--- config.mk ---
export PLATFORM = sky130hd
export DESIGN_NAME = sexpr_tokenizer_top
export DESIGN_NICKNAME = d
export VERILOG_FILES = /design/src/hdl/sxt_pkg.sv /design/src/hdl/sxt_lex_core.sv /design/src/hdl/sexpr_tokenizer_top.sv
export SDC_FILE = /design/constraint.sdc
export NUM_CORES = 1
export LEC_CHECK = 0
export ABC_AREA = 1
export BUFFER_PORTS_ARGS = -buffer_cell sky130_fd_sc_hd__buf_2
export CORE_MARGIN = 1.5
export CORE_UTILIZATION = 61
export CTS_BUF_LIST = sky130_fd_sc_hd__clkbuf_8
export CTS_CLUSTER_DIAMETER = 120
export DETAILED_ROUTE_END_ITERATION = 7
export PLACE_DENSITY = 0.82
export SLEW_MARGIN = 20
export SYNTH_ARGS = -nofsm -noshare
export SYNTH_HDL_FRONTEND = slang
export SYNTH_SLANG_ARGS = --single-unit
--- constraint.sdc ---
create_clock -name clock -period 3.6 [get_ports clock]
set_clock_uncertainty 0.2 [all_clocks]
set_input_delay 0.18 -clock clock [delete_from_list [all_inputs] [get_ports clock]]
set_output_delay 0.18 -clock clock [all_outputs]
set_load 0.1 [all_outputs]
--- src/hdl/sxt_pkg.sv ---
// Shared types and constants for the S-expression tokenizer.
package sxt_pkg;

   localparam int unsigned MAX_TOKEN_CHARS = 511;
   localparam int unsigned LEN_W = 10;

   localparam logic [7:0] CH_TAB    = 8'd9;
   localparam logic [7:0] CH_LF     = 8'd10;
   localparam logic [7:0] CH_VT     = 8'd11;
   localparam logic [7:0] CH_FF     = 8'd12;
   localparam logic [7:0] CH_CR     = 8'd13;
   localparam logic [7:0] CH_SPACE  = 8'h20;
   localparam logic [7:0] CH_QUOTE  = 8'h22;
   localparam logic [7:0] CH_TICK   = 8'h27;
   localparam logic [7:0] CH_LPAREN = 8'h28;
   localparam logic [7:0] CH_RPAREN = 8'h29;
   localparam logic [7:0] CH_COMMA  = 8'h2C;
   localparam logic [7:0] CH_DOT    = 8'h2E;
   localparam logic [7:0] CH_ZERO   = 8'h30;
   localparam logic [7:0] CH_NINE   = 8'h39;
   localparam logic [7:0] CH_SEMI   = 8'h3B;
   localparam logic [7:0] CH_BSLASH = 8'h5C;
   localparam logic [7:0] CH_LOW_N  = 8'h6E;
   localparam logic [7:0] CH_LOW_T  = 8'h74;

   typedef enum logic [2:0] {
      KIND_INT   = 3'd0,
      KIND_PUNCT = 3'd1,
      KIND_IDENT = 3'd2,
      KIND_STR   = 3'd3,
      KIND_EOI   = 3'd4
   } kind_type;

   typedef enum logic [5:0] {
      MODE_IDLE    = 6'b000001,
      MODE_COMMENT = 6'b000010,
      MODE_INT     = 6'b000100,
      MODE_IDENT   = 6'b001000,
      MODE_STR     = 6'b010000,
      MODE_ESC     = 6'b100000
   } mode_type;

   typedef struct packed {
      mode_type         mode;
      logic             opened;
      logic [LEN_W-1:0] len;
      logic             ovf;
   } lex_state_type;

   typedef struct packed {
      kind_type   kind;
      logic [7:0] ch;
      logic       has;
      logic       start;
      logic       fin;
      logic       too_long;
      logic       unterm;
   } result_type;

endpackage

--- src/hdl/sxt_lex_core.sv ---
// Next-state and result logic of the tokenizer for one source byte.
module sxt_lex_core (
   input  sxt_pkg::lex_state_type cur,
   input  logic [7:0]             in_char,
   input  logic                   at_end,
   output sxt_pkg::lex_state_type nxt,
   output logic [1:0]             res_cnt,
   output sxt_pkg::result_type    res0,
   output sxt_pkg::result_type    res1
);

   sxt_pkg::result_type res [2];
   logic                eoi;
   logic                close_req;
   sxt_pkg::kind_type   close_kind;
   logic                close_un;
   logic                do_idle;
   logic                push_req;
   sxt_pkg::kind_type   push_kind;
   logic [7:0]          push_ch;
   logic                is_digit;
   logic                is_blank;
   logic                is_punct;
   logic                ends_ident;
   logic [7:0]          esc_ch;

   localparam logic [sxt_pkg::LEN_W-1:0] MaxLen = sxt_pkg::LEN_W'(sxt_pkg::MAX_TOKEN_CHARS);

   always_comb begin
      is_digit = (in_char >= sxt_pkg::CH_ZERO) && (in_char <= sxt_pkg::CH_NINE);
      is_blank = (in_char == sxt_pkg::CH_SPACE) || (in_char == sxt_pkg::CH_TAB) ||
                 (in_char == sxt_pkg::CH_LF) || (in_char == sxt_pkg::CH_VT) ||
                 (in_char == sxt_pkg::CH_FF) || (in_char == sxt_pkg::CH_CR);
      is_punct = (in_char == sxt_pkg::CH_LPAREN) || (in_char == sxt_pkg::CH_RPAREN) ||
                 (in_char == sxt_pkg::CH_DOT) || (in_char == sxt_pkg::CH_TICK) ||
                 (in_char == sxt_pkg::CH_COMMA);
      ends_ident = is_punct || (in_char == sxt_pkg::CH_SEMI) ||
                   (in_char == sxt_pkg::CH_SPACE) || (in_char == sxt_pkg::CH_TAB) ||
                   (in_char == sxt_pkg::CH_LF);
      if (in_char == sxt_pkg::CH_LOW_T) begin
         esc_ch = sxt_pkg::CH_TAB;
      end else if (in_char == sxt_pkg::CH_LOW_N) begin
         esc_ch = sxt_pkg::CH_LF;
      end else begin
         esc_ch = in_char;
      end
   end

   always_comb begin
      eoi        = at_end || (in_char == 8'd0);
      nxt        = cur;
      res_cnt    = 2'd0;
      res[0]     = '0;
      res[1]     = '0;
      close_req  = 1'b0;
      close_kind = sxt_pkg::KIND_INT;
      close_un   = 1'b0;
      do_idle    = 1'b0;
      push_req   = 1'b0;
      push_kind  = sxt_pkg::KIND_INT;
      push_ch    = in_char;

      if (eoi) begin
         case (cur.mode)
            sxt_pkg::MODE_INT: begin
               close_req = 1'b1;
            end
            sxt_pkg::MODE_IDENT: begin
               close_req  = 1'b1;
               close_kind = sxt_pkg::KIND_IDENT;
            end
            sxt_pkg::MODE_STR, sxt_pkg::MODE_ESC: begin
               close_req  = 1'b1;
               close_kind = sxt_pkg::KIND_STR;
               close_un   = 1'b1;
            end
            default: ;
         endcase
      end else if (in_char != sxt_pkg::CH_CR) begin
         case (cur.mode)
            sxt_pkg::MODE_INT: begin
               if (is_digit) begin
                  push_req = 1'b1;
               end else begin
                  close_req = 1'b1;
                  do_idle   = 1'b1;
               end
            end
            sxt_pkg::MODE_IDENT: begin
               if (!ends_ident) begin
                  push_req  = 1'b1;
                  push_kind = sxt_pkg::KIND_IDENT;
               end else begin
                  close_req  = 1'b1;
                  close_kind = sxt_pkg::KIND_IDENT;
                  do_idle    = 1'b1;
               end
            end
            sxt_pkg::MODE_STR: begin
               if (in_char == sxt_pkg::CH_QUOTE) begin
                  close_req  = 1'b1;
                  close_kind = sxt_pkg::KIND_STR;
               end else if (in_char == sxt_pkg::CH_BSLASH) begin
                  nxt.mode = sxt_pkg::MODE_ESC;
               end else begin
                  push_req  = 1'b1;
                  push_kind = sxt_pkg::KIND_STR;
               end
            end
            sxt_pkg::MODE_ESC: begin
               nxt.mode  = sxt_pkg::MODE_STR;
               push_req  = 1'b1;
               push_kind = sxt_pkg::KIND_STR;
               push_ch   = esc_ch;
            end
            sxt_pkg::MODE_COMMENT: begin
               if (in_char == sxt_pkg::CH_LF) begin
                  nxt.mode = sxt_pkg::MODE_IDLE;
               end
            end
            default: begin
               do_idle = 1'b1;
            end
         endcase
      end

      if (close_req) begin
         res[0] = '{kind: close_kind, ch: 8'd0, has: 1'b0, start: !cur.opened,
                    fin: 1'b1, too_long: cur.ovf, unterm: close_un};
         res_cnt    = 2'd1;
         nxt.mode   = sxt_pkg::MODE_IDLE;
         nxt.opened = 1'b0;
         nxt.len    = '0;
         nxt.ovf    = 1'b0;
      end

      if (do_idle) begin
         nxt.mode   = sxt_pkg::MODE_IDLE;
         nxt.opened = 1'b0;
         nxt.len    = '0;
         nxt.ovf    = 1'b0;
         if (is_blank) begin
            nxt.mode = sxt_pkg::MODE_IDLE;
         end else if (in_char == sxt_pkg::CH_SEMI) begin
            nxt.mode = sxt_pkg::MODE_COMMENT;
         end else if (is_digit) begin
            nxt.mode = sxt_pkg::MODE_INT;
            push_req = 1'b1;
         end else if (is_punct) begin
            res[res_cnt[0]] = '{kind: sxt_pkg::KIND_PUNCT, ch: in_char, has: 1'b1,
                                start: 1'b1, fin: 1'b1, too_long: 1'b0, unterm: 1'b0};
            res_cnt = res_cnt + 2'd1;
         end else if (in_char == sxt_pkg::CH_QUOTE) begin
            nxt.mode = sxt_pkg::MODE_STR;
         end else begin
            nxt.mode  = sxt_pkg::MODE_IDENT;
            push_req  = 1'b1;
            push_kind = sxt_pkg::KIND_IDENT;
         end
      end

      if (push_req) begin
         if (nxt.len < MaxLen) begin
            res[res_cnt[0]] = '{kind: push_kind, ch: push_ch, has: 1'b1,
                                start: !nxt.opened, fin: 1'b0, too_long: 1'b0,
                                unterm: 1'b0};
            res_cnt    = res_cnt + 2'd1;
            nxt.opened = 1'b1;
            nxt.len    = nxt.len + 1'b1;
         end else begin
            nxt.ovf = 1'b1;
         end
      end

      if (eoi) begin
         res[res_cnt[0]] = '{kind: sxt_pkg::KIND_EOI, ch: 8'd0, has: 1'b0, start: 1'b1,
                             fin: 1'b1, too_long: 1'b0, unterm: 1'b0};
         res_cnt    = res_cnt + 2'd1;
         nxt.mode   = sxt_pkg::MODE_IDLE;
         nxt.opened = 1'b0;
         nxt.len    = '0;
         nxt.ovf    = 1'b0;
      end

      res0 = res[0];
      res1 = res[1];
   end

endmodule

--- src/hdl/sexpr_tokenizer_top.sv ---
// Top level of the S-expression tokenizer: request register, lexer state, result buffer.
//
//  channel  direction  tdata                        tuser                  tlast
//  req_     in         [7:0] in_char                -                      at_end
//  rsp_     out        [7:0] out_char, [8] start,   [2:0] kind, [3] has    token end
//                      [9] too_long, [10] unterm
//
// One request per cycle is taken while the result slots can accept it; a request's results
// are registered into the output slot when it is processed. A request with two results holds
// the request side while the second result drains from the pending slot.
// Synchronous active-high reset clears the lexer to idle and empties all stages.
// Stalls on rsp_ back up through the two result slots and the request register.
module sexpr_tokenizer_top (
   input  logic        clock,
   input  logic        reset,
   input  logic        req_tvalid,
   output logic        req_tready,
   input  logic [7:0]  req_tdata,   // [7:0] in_char
   input  logic        req_tlast,   // at_end
   output logic        rsp_tvalid,
   input  logic        rsp_tready,
   output logic [15:0] rsp_tdata,   // [7:0] out_char, [8] token_start, [9] too_long,
                                    // [10] unterminated, [15:11] zero
   output logic [3:0]  rsp_tuser,   // [2:0] token_kind, [3] has_char
   output logic        rsp_tlast    // token_end
);

   logic                   in_valid_ff, in_valid_in;
   logic [7:0]             in_char_ff, in_char_in;
   logic                   in_end_ff, in_end_in;
   sxt_pkg::lex_state_type lex_ff, lex_in;
   logic                   out_valid_ff, out_valid_in;
   sxt_pkg::result_type    out_ff, out_in;
   logic                   pend_valid_ff, pend_valid_in;
   sxt_pkg::result_type    pend_ff, pend_in;

   sxt_pkg::lex_state_type lex_nxt;
   logic [1:0]             res_cnt;
   sxt_pkg::result_type    res0, res1;
   logic                   proc;

   sxt_lex_core u_core (
      .cur     (lex_ff),
      .in_char (in_char_ff),
      .at_end  (in_end_ff),
      .nxt     (lex_nxt),
      .res_cnt (res_cnt),
      .res0    (res0),
      .res1    (res1)
   );

   assign proc       = in_valid_ff && !pend_valid_ff && (!out_valid_ff || rsp_tready);
   assign req_tready = !in_valid_ff || proc;

   always_comb begin
      in_valid_in = in_valid_ff;
      in_char_in  = in_char_ff;
      in_end_in   = in_end_ff;
      if (req_tvalid && req_tready) begin
         in_valid_in = 1'b1;
         in_char_in  = req_tdata;
         in_end_in   = req_tlast;
      end else if (proc) begin
         in_valid_in = 1'b0;
      end

      lex_in = proc ? lex_nxt : lex_ff;

      out_valid_in  = out_valid_ff;
      out_in        = out_ff;
      pend_valid_in = pend_valid_ff;
      pend_in       = pend_ff;
      if (proc) begin
         out_valid_in  = (res_cnt != 2'd0);
         out_in        = res0;
         pend_valid_in = (res_cnt == 2'd2);
         pend_in       = res1;
      end else if (pend_valid_ff && rsp_tready) begin
         out_in        = pend_ff;
         pend_valid_in = 1'b0;
      end else if (out_valid_ff && rsp_tready) begin
         out_valid_in = 1'b0;
      end
   end

   always_ff @(posedge clock) begin
      if (reset) begin
         in_valid_ff   <= 1'b0;
         out_valid_ff  <= 1'b0;
         pend_valid_ff <= 1'b0;
         lex_ff        <= '{mode: sxt_pkg::MODE_IDLE, opened: 1'b0, len: '0, ovf: 1'b0};
      end else begin
         in_valid_ff   <= in_valid_in;
         out_valid_ff  <= out_valid_in;
         pend_valid_ff <= pend_valid_in;
         lex_ff        <= lex_in;
      end
      in_char_ff <= in_char_in;
      in_end_ff  <= in_end_in;
      out_ff     <= out_in;
      pend_ff    <= pend_in;
   end

   assign rsp_tvalid = out_valid_ff;
   assign rsp_tdata  = {5'd0, out_ff.unterm, out_ff.too_long, out_ff.start, out_ff.ch};
   assign rsp_tuser  = {out_ff.has, out_ff.kind};
   assign rsp_tlast  = out_ff.fin;

endmodule

# Word-level counts from Yosys, hierarchy flattened
# Index checks and enable logic that the tools add are counted.
# Widths: inputs -> output; s select.
[totals] ff_bits=62 in_bits=13 output_inout_bits=23 word_cells=211
[classes] addsub=4 magnitude_cmp=9 eq_ne=27 n_mux=100 n_bitwise=6 reduce_logical=42
[op_table] operator="$mux 32" n=8
[op_table] operator="$mux 16" n=6
[op_table] operator="$bwmux 32" n=2
[op_table] operator="$eq 8x6->1 const B" n=8
[op_table] operator="$mux 18" n=3
[op_table] operator="$mux 6" n=9
[op_table] operator="$demux 16 s1" n=3
[op_table] operator="$eq 8x4->1 const B" n=5
[op_table] operator="$mux 8" n=5
[op_table] operator="$mux 3" n=11
[op_table] operator="$mux 1" n=31
[op_table] operator="$and 26x26->26" n=1
[op_table] operator="$not 26->26" n=1
[op_table] operator="$eq 8x7->1 const B" n=3
[op_table] operator="$mux 2" n=12
[op_table] operator="$pmux 6 s3" n=1
[op_table] operator="$logic_or 1x1->1" n=16
[op_table] operator="$mux 12" n=1
[op_table] operator="$mux 11" n=1
[op_table] operator="$add 10x1->10 const B" n=1
[op_table] operator="$lt 10x9->1 const B" n=1
[op_table] operator="$ne 5x1->1 const B" n=2
[op_table] operator="$logic_and 1x1->1" n=9
[op_table] operator="$pmux 3 s3" n=1
[op_table] operator="other kinds (32)" n=47

# Depth between registers and ports, before layout
# Gate-level depths: netlist of run 1.
[depth] depth_word=32 ltp_mapped=26 mapped_depth_nobuf=26

# By module
# Synthesis of run 1 repeated with hierarchy kept, for this count alone.
[hier_totals] hier_cells=559 area_unflattened_um2=4232.8
[by_module_without_submodules] module="sexpr_tokenizer_top" instances=1 cells_per_inst=222 area_each_um2=2452.4 seq_area_each_um2=1651.6
[by_module_without_submodules] module="sxt_lex_core" instances=1 cells_per_inst=337 area_each_um2=1780.5 seq_area_each_um2=0.0

# Least setup slack after synthesis of run 1
# OpenSTA, ideal clock, no wires.
[synth_timing] path_type="flip-flop to flip-flop" from="register in_char_ff[2]" to="register out_ff, in the netlist rsp_tuser[3], data pin" setup_time_ns=0.254 arrival_ns=2.717 required_time_ns=3.146 slack_ns=0.430 path_stages_with_launch=24 path_buffers=1 synth_period_minus_slack_ns=3.170 path_cell_list="edfxtp_1 > inv_2 > nor2_1 > nand2_1 > nand3_2 > nand2_4 > nand2_2 > o21bai_4 > nand3_1 > nand3_1 > nand2_4 > nor2_8 > inv_1 > nor2_1 > ha_1 > nand2_1 > inv_1 > nand3_2 > nor2_2 > nand2_2 > nand4_1 > buf_6 > a21oi_1 > a21o_1"
[synth_rtl] element="from (decl)" line_no="sexpr_tokenizer_top.sv:29" text="logic [7:0] in_char_ff, in_char_in;"
[synth_rtl] element="from (signal assigned)" line_no="sexpr_tokenizer_top.sv:98" text="in_char_ff <= in_char_in;"
[synth_rtl] element="to (signal assigned)" line_no="sexpr_tokenizer_top.sv:100" text="out_ff <= out_in;"
[synth_rtl] element="to (decl)" line_no="sexpr_tokenizer_top.sv:33" text="sxt_pkg::result_type out_ff, out_in;"

==> results of run 1 <==
cell usage after synthesis, types with 5 or more instances:
master    count
o21ai_0      20
a21oi_1      23
inv_2        15
nand4_1      11
nand3_2       6
nor2_1       46
nor3_1        7
nand2_2       8
nor2_2        7
nand3_1      33
inv_1        40
dfxtp_1      21
nand2_1     122
buf_4         5
edfxtp_1     39
o21ai_1       7
ha_1          6
o211ai_1      5
routing by layer:
metal | global-route usage | up-vias | share of wire
met1 | 0.3974 | 1746 | 0.39
li1 | - | 1724 | -
met4 | 0.1345 | 0 | 0.039
met2 | 0.4782 | 287 | 0.47
met3 | 0.09943 | 50 | 0.10
met5 | 0.01818 | - | 0
sequential cells by signal, summed over array words and instances (netlist names), 4 cells and up:
register,flops
lex_ff,18
pend_ff,14
rsp_tdata,11
in_char_ff,8
rsp_tuser,4
metrics by stage:
stage / area, µm² / instances / worst slack [ns]
floorplan: 3635 / 467 / 0.4295
global placement: 3884 / 568 / 0.09446
detailed placement: 3884 / 568 / -0.02808
CTS: 4244 / 599 / 0.01895
global route: 4604 / 630 / -0.1324
finish: 4604 / 630 / -0.01679
cells by family after synthesis:
kind of cell | synth area share
AOI/OAI and AO/OA | 0.1193
xor gates and xnor gates | 0.007260
adders and majority gates | 0.02074
buffers and inverters | 0.08261
DFF | 0.4397
other | 0.001036
and+or+nand+nor | 0.3294
worst max-delay path by stage:
stage	startpoint	to	slack, ns	cells after the start
global placement	in_char_ff[6]$_DFFE_PP_	rsp_tdata[2]$_DFFE_PP_	0.09	22
detailed placement	in_char_ff[6]$_DFFE_PP_	rsp_tdata[8]$_DFFE_PP_	-0.03	23
global route	in_char_ff[2]$_DFFE_PP_	rsp_tuser[1]$_DFFE_PP_	-0.13	23
CTS	in_char_ff[0]$_DFFE_PP_	rsp_tdata[8]$_DFFE_PP_	0.02	23
finish	in_char_ff[2]$_DFFE_PP_	rsp_tdata[7]$_DFFE_PP_	-0.02	22
floorplan	in_char_ff[2]$_DFFE_PP_	rsp_tuser[3]$_DFFE_PP_	0.43	23
final cells by class:
cell class,instances,share of cell area
timing repair buffer,89,0.1356
tap,72,0.01957
multi-input combinational,337,0.4076
inverter,56,0.04647
clock buffer,9,0.02690
sequential,60,0.3457
clock inverter,7,0.01821
worst max-delay path: stages, from the launching register on:
cell and delay, ns:
edfxtp_1 0.48, buf_4 0.19, nand3_1 0.10, nand3_2 0.10
nand2_4 0.09, nand2_2 0.08, o21bai_4 0.18, nand3_2 0.11
nand2_4 0.11, inv_2 0.07, nor2_8 0.13, clkinvlp_4 0.18
nor2_4 0.18, ha_4 0.14, nand2_1 0.06, inv_2 0.07
nand3_4 0.10, nor2_4 0.14, nand2_4 0.09, nand4_1 0.16
nand2_2 0.10, nand2_1 0.15, o21ai_0 0.13
power breakdown:
group / switching [mW] / leakage, nW / total [mW] / internal, mW
clock network: 0.278 / 0.109 / 0.659 / 0.381
logic: 0.341 / 1.40 / 0.466 / 0.125
registers: 0.0231 / 0.552 / 0.802 / 0.779
what timing repair did:
item	4_1_cts	5_1_grt
pin swaps	0	14
hold buffers	11	0
gates resized for setup	3	33
hold endpoints to repair	11	0
endpoints found under the setup margin	1	29
buffers inserted	4	31
==> impl_metrics.py, run 1 <==
metrics = {
    "grt": {
        "antenna_found_initial": 0,
        "grt_pass1_vias": 3145,
        "grt_overflow_total": 0,
        "grt_pass1_wl_um": 14920,
        "track_usage": 0.3104,
        "grt_max_degree": 22,
    },
    "cells_and_area": {
        "nNetsFinal": 572,
        "fillCellCount": 337,
        "mostFrequentLayoutCell": "nand2_1",
        "final_cell_mix": "nand2_1, buf_4, nor2_1",
        "drive_gt1_frac": 0.2957,
        "multiInputGateArea_um2": 1877,
        "final_util": 0.8211,
        "diodes": 0,
        "regArea_um2": 1592,
        "syn_to_final_growth_pct": 27.20,
    },
    "synthesis": {
        "synthCells": 463,
        "synth_edf_count": 39,
        "yosys_warnings": 0,
        "synth_cell_types": 46,
        "synth.cell_area_um2": 3620,
        "syn_avg_cell_area_um2": 7.818,
        "synth_top_area_frac": 0.3235,
        "ys_seq_area_frac": 0.4397,
        "synth_seq_cells": 60,
        "synth_area_leaders": "edfxtp_1, nand2_1, dfxtp_1",
        "async_reset_ff_frac": 0,
        "yosysTopAreaCell": "edfxtp_1",
        "ys.flop_type": "edfxtp_1",
    },
    "die": {
        "core_um2": 5608,
        "die_area_um2": 6405,
        "die_h_um": 80.03,
        "die_w_um": 80.03,
        "fp-row-count": 27,
        "initial_core_util": 0.6455,
        "ios": 36,
    },
    "clock_network": {
        "clk-insertion-delay-late_ns": 0.35,
        "clk_pin_slew_worst_paths_ns": 0.08,
        "cts_tree": "done",
        "cts_buffers": 9,
        "clockBufferDepth": 2,
        "cts.root.buffer_cell": "clkbuf_8",
        "h-tree-depth": 3,
        "clock-sinks": 60,
    },
    "worst_hold_path": {
        "min_path_cells": 2,
        "min_to": "pend_valid_ff$_SDFFE_PP0P_",
        "hold_class": "input port to register",
        "min-delay-start": "reset",
    },
    "timing": {
        "finalMaxSlewViolations": 0,
        "fmax_mhz": 276.5,
        "tightest_slew_ns": 0.9609,
        "relSlewSlack": 0.3594,
        "tns_ns": -0.03493,
        "hold_viol_final": 0,
        "finalSetupViolations": 3,
        "period_needed_ns": 3.617,
        "whs_ns": 0.01248,
        "worst_slack_ns": -0.01679,
        "fin_crit_sh": 1.005,
    },
    "outcome": {
        "status": "finished with violations",
        "failed_checks": "setup timing",
    },
    "route": {
        "num_vias": 3807,
        "drc": 0,
        "via_per_inst": 6.043,
        "drt_wl_total_um": 11010,
        "routedWlPerCell_um": 17.47,
        "dr.pass1.iters": 5,
        "drt_iter0_drc": 569,
        "final_antenna_net_count": 0,
    },
    "setup_path": {
        "critPathMaxFanout": 5,
        "timing.rr.start": "in_char_ff[2]$_DFFE_PP_",
        "r2r-end": "rsp_tdata[7]$_DFFE_PP_",
        "start_kind": "register",
        "worst_r2r_path_depth": 22,
        "arrival_ns": 3.50,
        "setup.worst_path.end_class": "register",
        "criticalPathCategory": "register to register",
        "critPathRequiredTime_ns": 3.48,
        "rrSetupSlack_ns": -0.02,
    },
    "power": {
        "vdd.ir_drop.worst_uv": 316.7,
        "leakagePower_nw": 2.058,
        "powerDensity_nw_per_um2": 418.6,
        "total_power_mw": 1.927,
    },
    "placement": {
        "place_congestion": 1.001,
        "portBuffers": 30,
        "dp_hpwl_um": 6589,
    },
    "flow_run": {
        "drv_cap": 0,
    },
}
No activity file was read; power rests on OpenSTA's default activity.
==> inputs of run 2 (changes only) <==
- CORE_UTILIZATION: 61 -> 55
- PLACE_DENSITY: 0.82 -> 0.75
==> run 2 against run 1 <==
The run now ends clean. Register-to-register slack gained 0.08 ns. Sequential cell count unchanged. Non-clock buffer count is 14 lower. Worst hold slack worse by 0.0073 ns. Combinational power decreased by 6.9%. Largest power group unchanged.
==> impl_metrics.py, run 2 (synthesis results as in run 1) <==
metrics = {
    "cells_and_area": {
        "final_util": 0.6973,
        "final_area_um2": 4428,
        "diodes": 0,
        "syn_to_final_growth_pct": 22.33,
        "nNetsFinal": 558,
        "top_register": "lex_ff",
        "mostFrequentLayoutCell": "nand2_1",
        "fillCellCount": 505,
        "final_cell_mix": "nand2_1, nor2_1, edfxtp_1",
        "largest_reg_flops": 18,
        "drive_gt1_frac": 0.2739,
    },
    "timing": {
        "worst_slack_ns": 0.05875,
        "fmax_mhz": 282.4,
        "hold_viol_final": 0,
        "finalSetupViolations": 0,
        "relSlewSlack": 0.3927,
        "tns_ns": 0,
        "tightest_slew_ns": 0.9110,
        "fin_crit_sh": 0.9837,
        "period_needed_ns": 3.541,
        "finalMaxSlewViolations": 0,
    },
    "grt": {
        "track_usage": 0.2622,
        "grt_pass1_wl_um": 14580,
        "antenna_found_initial": 0,
        "grt_max_degree": 23,
        "grt_pass1_vias": 3004,
        "grt_overflow_total": 0,
    },
    "clock_network": {
        "clk-insertion-delay-late_ns": 0.35,
        "h-tree-depth": 3,
        "cts_tree": "done",
        "cts_buffers": 9,
        "clk_pin_slew_worst_paths_ns": 0.08,
        "clockBufferDepth": 2,
        "cts.root.buffer_cell": "clkbuf_8",
        "clock-sinks": 60,
    },
    "placement": {
        "dp_hpwl_um": 6563,
        "place_congestion": 0.9887,
        "postPlaceCellArea_um2": 3905,
        "portBuffers": 30,
        "pre_cts_ws_ns": -0.01804,
    },
    "die": {
        "die_w_um": 84.13,
        "die_h_um": 84.13,
        "core_um2": 6350,
        "die_area_um2": 7077,
        "ios": 36,
        "initial_core_util": 0.5700,
        "fp-row-count": 29,
    },
    "setup_path": {
        "crit_path_start": "in_char_ff[7]$_DFFE_PP_",
        "timing.rr.start": "in_char_ff[7]$_DFFE_PP_",
        "critPathRequiredTime_ns": 3.50,
        "setup.worst_path.end_class": "register",
        "start_kind": "register",
        "arrival_ns": 3.44,
        "criticalPathCategory": "register to register",
        "critPathMaxFanout": 5,
    },
    "route": {
        "drt_wl_total_um": 9366,
        "drt_iter0_drc": 339,
        "num_vias": 3421,
        "via_per_inst": 5.509,
        "final_antenna_net_count": 0,
        "dr.pass1.iters": 5,
        "routedWlPerCell_um": 15.08,
        "drc": 0,
    },
    "power": {
        "vdd.ir_drop.worst_uv": 381.5,
        "leakagePower_nw": 1.961,
        "powerDensity_nw_per_um2": 401.0,
    },
    "outcome": {
        "status": "complete, no violations",
    },
    "worst_hold_path": {
        "hold_class": "input port to register",
        "min-delay-start": "reset",
    },
    "flow_run": {
        "drv_cap": 0,
    },
}
==> run 2: timing repair <==
item	CTS	global route
cloned	0	1
hold buffers	11	0
buffers inserted	0	18
pin swaps	0	8
endpoints found under the setup margin	1	26
resized for setup	2	28
hold endpoints to repair	11	0
==> run 2: layer usage <==
metal  part of all wire  wire length, µm  up-vias  GRT usage
met4              0.025              238        0    0.09687
li1                   -                -     1697          -
met5                  0                0        -          0
met3              0.058              544       20    0.05341
met1               0.45             4236     1562     0.3572
met2               0.46             4346      142     0.4145
==> run 2: layout make-up <==
type / count / area [µm²] / area share
flip-flops and latches: 60 / 1592 / 0.3594
well taps: 77 / 96.34 / 0.02176
repair buffers: 75 / 523.0 / 0.1181
clock inverters: 7 / 52.55 / 0.01187
inverters: 56 / 212.7 / 0.04804
multi-input cells: 337 / 1828 / 0.4128
clock buffers: 9 / 123.9 / 0.02797
==> run 2: path summary, 6_finish.rpt <==
check / to / slack (ns) / cells past startpoint
setup / recovery: rsp_tuser[1]$_DFFE_PP_ / 0.06 / 22
hold reg to reg: lex_ff[0]$_SDFFE_PP0P_ / 0.27 / 2
hold / removal: pend_valid_ff$_SDFFE_PP0P_ / 0.005 / 2
setup reg to reg: rsp_tuser[1]$_DFFE_PP_ / 0.06 / 22
==> run 2: power breakdown <==
| group | internal [mW] | switching, mW |
|---|---|---|
| clock | 0.252 | 0.290 |
| sequential | 0.779 | 0.0206 |
| combinational | 0.111 | 0.323 |
| total | 1.14 | 0.634 |
==> run 2: critical path, cell delays in order, from the launching register on <==
cell      delay [ns]
edfxtp_1        0.44
nor2_1          0.17
nand2_2         0.13
nor2_2          0.20
nand2_1         0.14
nand2_2         0.13
o21bai_4        0.09
nand3_2         0.09
nand3_2         0.09
nand2_4         0.11
nor2_8          0.04
inv_2           0.08
nor2_1          0.05
ha_2            0.19
nand2_1         0.08
inv_1           0.05
nand3_2         0.11
nor2_2          0.05
nand2_2         0.10
nand4_1         0.23
buf_6           0.22
o211ai_1        0.23
nand2_1         0.07
==> run 2: through the flow <==
stage / hold slack [ns] / cells / total power, mW
2_1_floorplan: 0.07887 / 467 / 1.122
3_3_place_gp: 0.1563 / 575 / 1.199
3_5_place_dp: 0.1581 / 575 / 1.203
4_1_cts: 0.001076 / 602 / 1.751
5_1_grt: 0.01158 / 621 / 1.848
6_report: 0.005206 / 621 / 1.775
==> inputs of run 3 (changes only) <==
- CORE_ASPECT_RATIO: unset -> 0.5
==> run 3 against run 2 <==
Clock power is 5.4% higher. Utilization is 3.0 points higher. Highest routed layer unchanged. Sequential cell count stayed put.
==> impl_metrics.py, run 3 (synthesis results as in run 1) <==
metrics = {
    "cells_and_area": {
        "top_register": "lex_ff",
        "final_util": 0.7276,
        "largest_reg_flops": 18,
        "drive_gt1_frac": 0.2818,
        "mostFrequentLayoutCell": "nand2_1",
        "final_cell_mix": "nand2_1, nor2_1, edfxtp_1",
        "diodes": 0,
        "nNetsFinal": 564,
        "final_area_um2": 4516,
        "syn_to_final_growth_pct": 24.75,
    },
    "route": {
        "drc": 0,
        "drt_iter0_drc": 310,
        "num_vias": 3459,
        "routedWlPerCell_um": 14.53,
        "drt_wl_total_um": 9267,
        "final_antenna_net_count": 0,
        "dr.pass1.iters": 5,
        "via_per_inst": 5.422,
    },
    "placement": {
        "place_congestion": 0.9288,
        "postPlaceCellArea_um2": 3926,
        "portBuffers": 30,
        "dp_hpwl_um": 6312,
        "pre_cts_ws_ns": 0.06013,
    },
    "worst_hold_path": {
        "hold_class": "register to register",
        "min-delay-start": "lex_ff[2]$_SDFFE_PP0P_",
        "min_to": "lex_ff[2]$_SDFFE_PP0P_",
        "min_path_cells": 2,
    },
    "power": {
        "powerDensity_nw_per_um2": 401.9,
        "leakagePower_nw": 2.013,
        "netSwitchingPower_mw": 0.6109,
        "total_power_mw": 1.815,
        "p_seq_frac": 0.440,
        "internal_power_mw": 1.204,
        "vdd.ir_drop.worst_uv": 207.1,
        "p_comb_frac": 0.245,
        "clkPwrFrac": 0.315,
        "switching_share": 0.3366,
    },
    "timing": {
        "rsz0062_at_grt": "true",
        "finalSetupViolations": 0,
        "finalMaxSlewViolations": 0,
        "period_needed_ns": 3.579,
        "fmax_mhz": 279.4,
        "relSlewSlack": 0.3174,
        "hold_viol_final": 0,
        "worst_slack_ns": 0.02072,
        "tightest_slew_ns": 1.024,
        "fin_crit_sh": 0.9942,
    },
    "grt": {
        "track_usage": 0.2634,
        "grt_max_degree": 22,
        "grt_overflow_total": 0,
        "grt_pass1_vias": 2984,
        "grt_pass1_wl_um": 14350,
        "antenna_found_initial": 0,
    },
    "setup_path": {
        "worst_r2r_path_depth": 23,
        "critPathMaxFanout": 5,
        "setup.worst_path.end_class": "register",
        "rrSetupSlack_ns": 0.02,
        "arrival_ns": 3.47,
        "crit_top_cell": "nand3_2",
        "criticalPathCategory": "register to register",
        "start_kind": "register",
        "max_stage_delay_ns": 0.49,
        "cp_cell_sequence": "inv_2 > nor2_4 > nand2_1 > nand3_2 > nand2_4 > nand2_4 > o21bai_4 > nand3_2 > nand3_2 > nand2_4 > nor2_8 > clkinv_4 > nor2_4 > ha_2 > nand2_1 > inv_1 > nand3_2 > nor2_2 > nand2_2 > nand4_1 > nand2_2 > nand2_1 > o21ai_0",
        "slowest_stage": "edfxtp_1",
        "timing.rr.start": "in_char_ff[2]$_DFFE_PP_",
        "r2r-end": "rsp_tdata[7]$_DFFE_PP_",
        "critPathRequiredTime_ns": 3.49,
    },
    "die": {
        "fp-row-count": 20,
        "ios": 36,
        "die_w_um": 117.7,
        "initial_core_util": 0.5833,
        "die_h_um": 60.37,
        "core_um2": 6206,
        "die_area_um2": 7107,
    },
    "clock_network": {
        "clk-insertion-delay-late_ns": 0.35,
        "cts_tree": "done",
        "h-tree-depth": 3,
        "clock-sinks": 60,
        "cts.root.buffer_cell": "clkbuf_8",
        "cts_buffers": 9,
        "clockBufferDepth": 2,
        "clk_pin_slew_worst_paths_ns": 0.06,
    },
    "outcome": {
        "status": "complete, no violations",
    },
    "flow_run": {
        "drv_cap": 0,
    },
}
run 3: changes by cell type in the layout (fill, tap and decap cells not counted), moves of 2 or more:
| cell | before | now |
|---|---|---|
| buf_4 | 32 | 38 |
| nand2_2 | 15 | 10 |
| clkinv_2 | 2 | 5 |
| nand2_1 | 115 | 118 |
| nor2_2 | 11 | 8 |
| nor2_4 | 3 | 6 |
| o21ai_2 | 1 | 4 |
| clkinv_4 | 3 | 1 |
| nand2_4 | 2 | 4 |
| o21ai_1 | 9 | 7 |
run 3: power by group through the flow:
stage | Sequential, mW | Combinational, mW | Clock, mW
2_1_floorplan | 0.914 | 0.208 | 0
3_3_place_gp | 0.813 | 0.385 | 0
3_5_place_dp | 0.814 | 0.387 | 0
4_1_cts | 0.799 | 0.398 | 0.584
5_1_grt | 0.801 | 0.475 | 0.617
6_report | 0.798 | 0.445 | 0.571
run 3: repair_timing:
action	CTS	global route
setup endpoints to repair	0	26
setup buffers	0	22
hold buffers	12	0
resized for setup	0	38
endpoints found under the hold margin	11	0
run 3: layout make-up:
cell class | count | area (µm²)
multi-input cells | 337 | 1847
fillers | 498 | 1690
flip-flops and latches | 60 | 1592
repair buffers | 81 | 566.8
inverters | 56 | 217.7
clock buffers | 9 | 123.9
well taps | 88 | 110.1
clock inverters | 7 | 58.81
run 3: layer usage:
metal,vias to the layer above,global-route usage,wire length [µm]
met4,0,0.08188,116
met3,18,0.06673,584
met1,1619,0.3534,4377
li1,1707,-,-
met5,-,0,0
met2,115,0.4344,4188
run 3: how the worst max path moves through the flow:
stage / start / end / slack (ns) / cells past startpoint
floorplan: in_char_ff[2]$_DFFE_PP_ / rsp_tuser[3]$_DFFE_PP_ / 0.43 / 23
global placement: in_char_ff[0]$_DFFE_PP_ / rsp_tdata[2]$_DFFE_PP_ / 0.09 / 20
detailed placement: in_char_ff[6]$_DFFE_PP_ / rsp_tdata[2]$_DFFE_PP_ / 0.06 / 22
CTS: in_char_ff[6]$_DFFE_PP_ / rsp_tdata[2]$_DFFE_PP_ / 0.05 / 22
global route: in_char_ff[2]$_DFFE_PP_ / rsp_tdata[7]$_DFFE_PP_ / -0.16 / 23
finish: in_char_ff[2]$_DFFE_PP_ / rsp_tdata[7]$_DFFE_PP_ / 0.02 / 23
run 3: critical path, delay by kind of cell, from the launching register on:
family                   cells  cell delay [ns]
flip-flops                   1             0.49
adder cells (fa/ha/maj)      1             0.19
AND/OR/NAND/NOR             17             1.81
AO/OA/AOI/OAI                2             0.28
buffers and inverters        3             0.32
run 3: stage by stage:
| step | hold WS (ns) | setup TNS [ns] | cells |
|---|---|---|---|
| after floorplan | 0.07887 | 0 | 467 |
| after detailed placement | 0.1581 | 0 | 587 |
| after global routing | 0.2847 | -1.566 | 638 |
| after CTS | 0.2664 | 0 | 615 |
| after global placement | 0.1577 | 0 | 587 |
| final | 0.2683 | 0 | 638 |
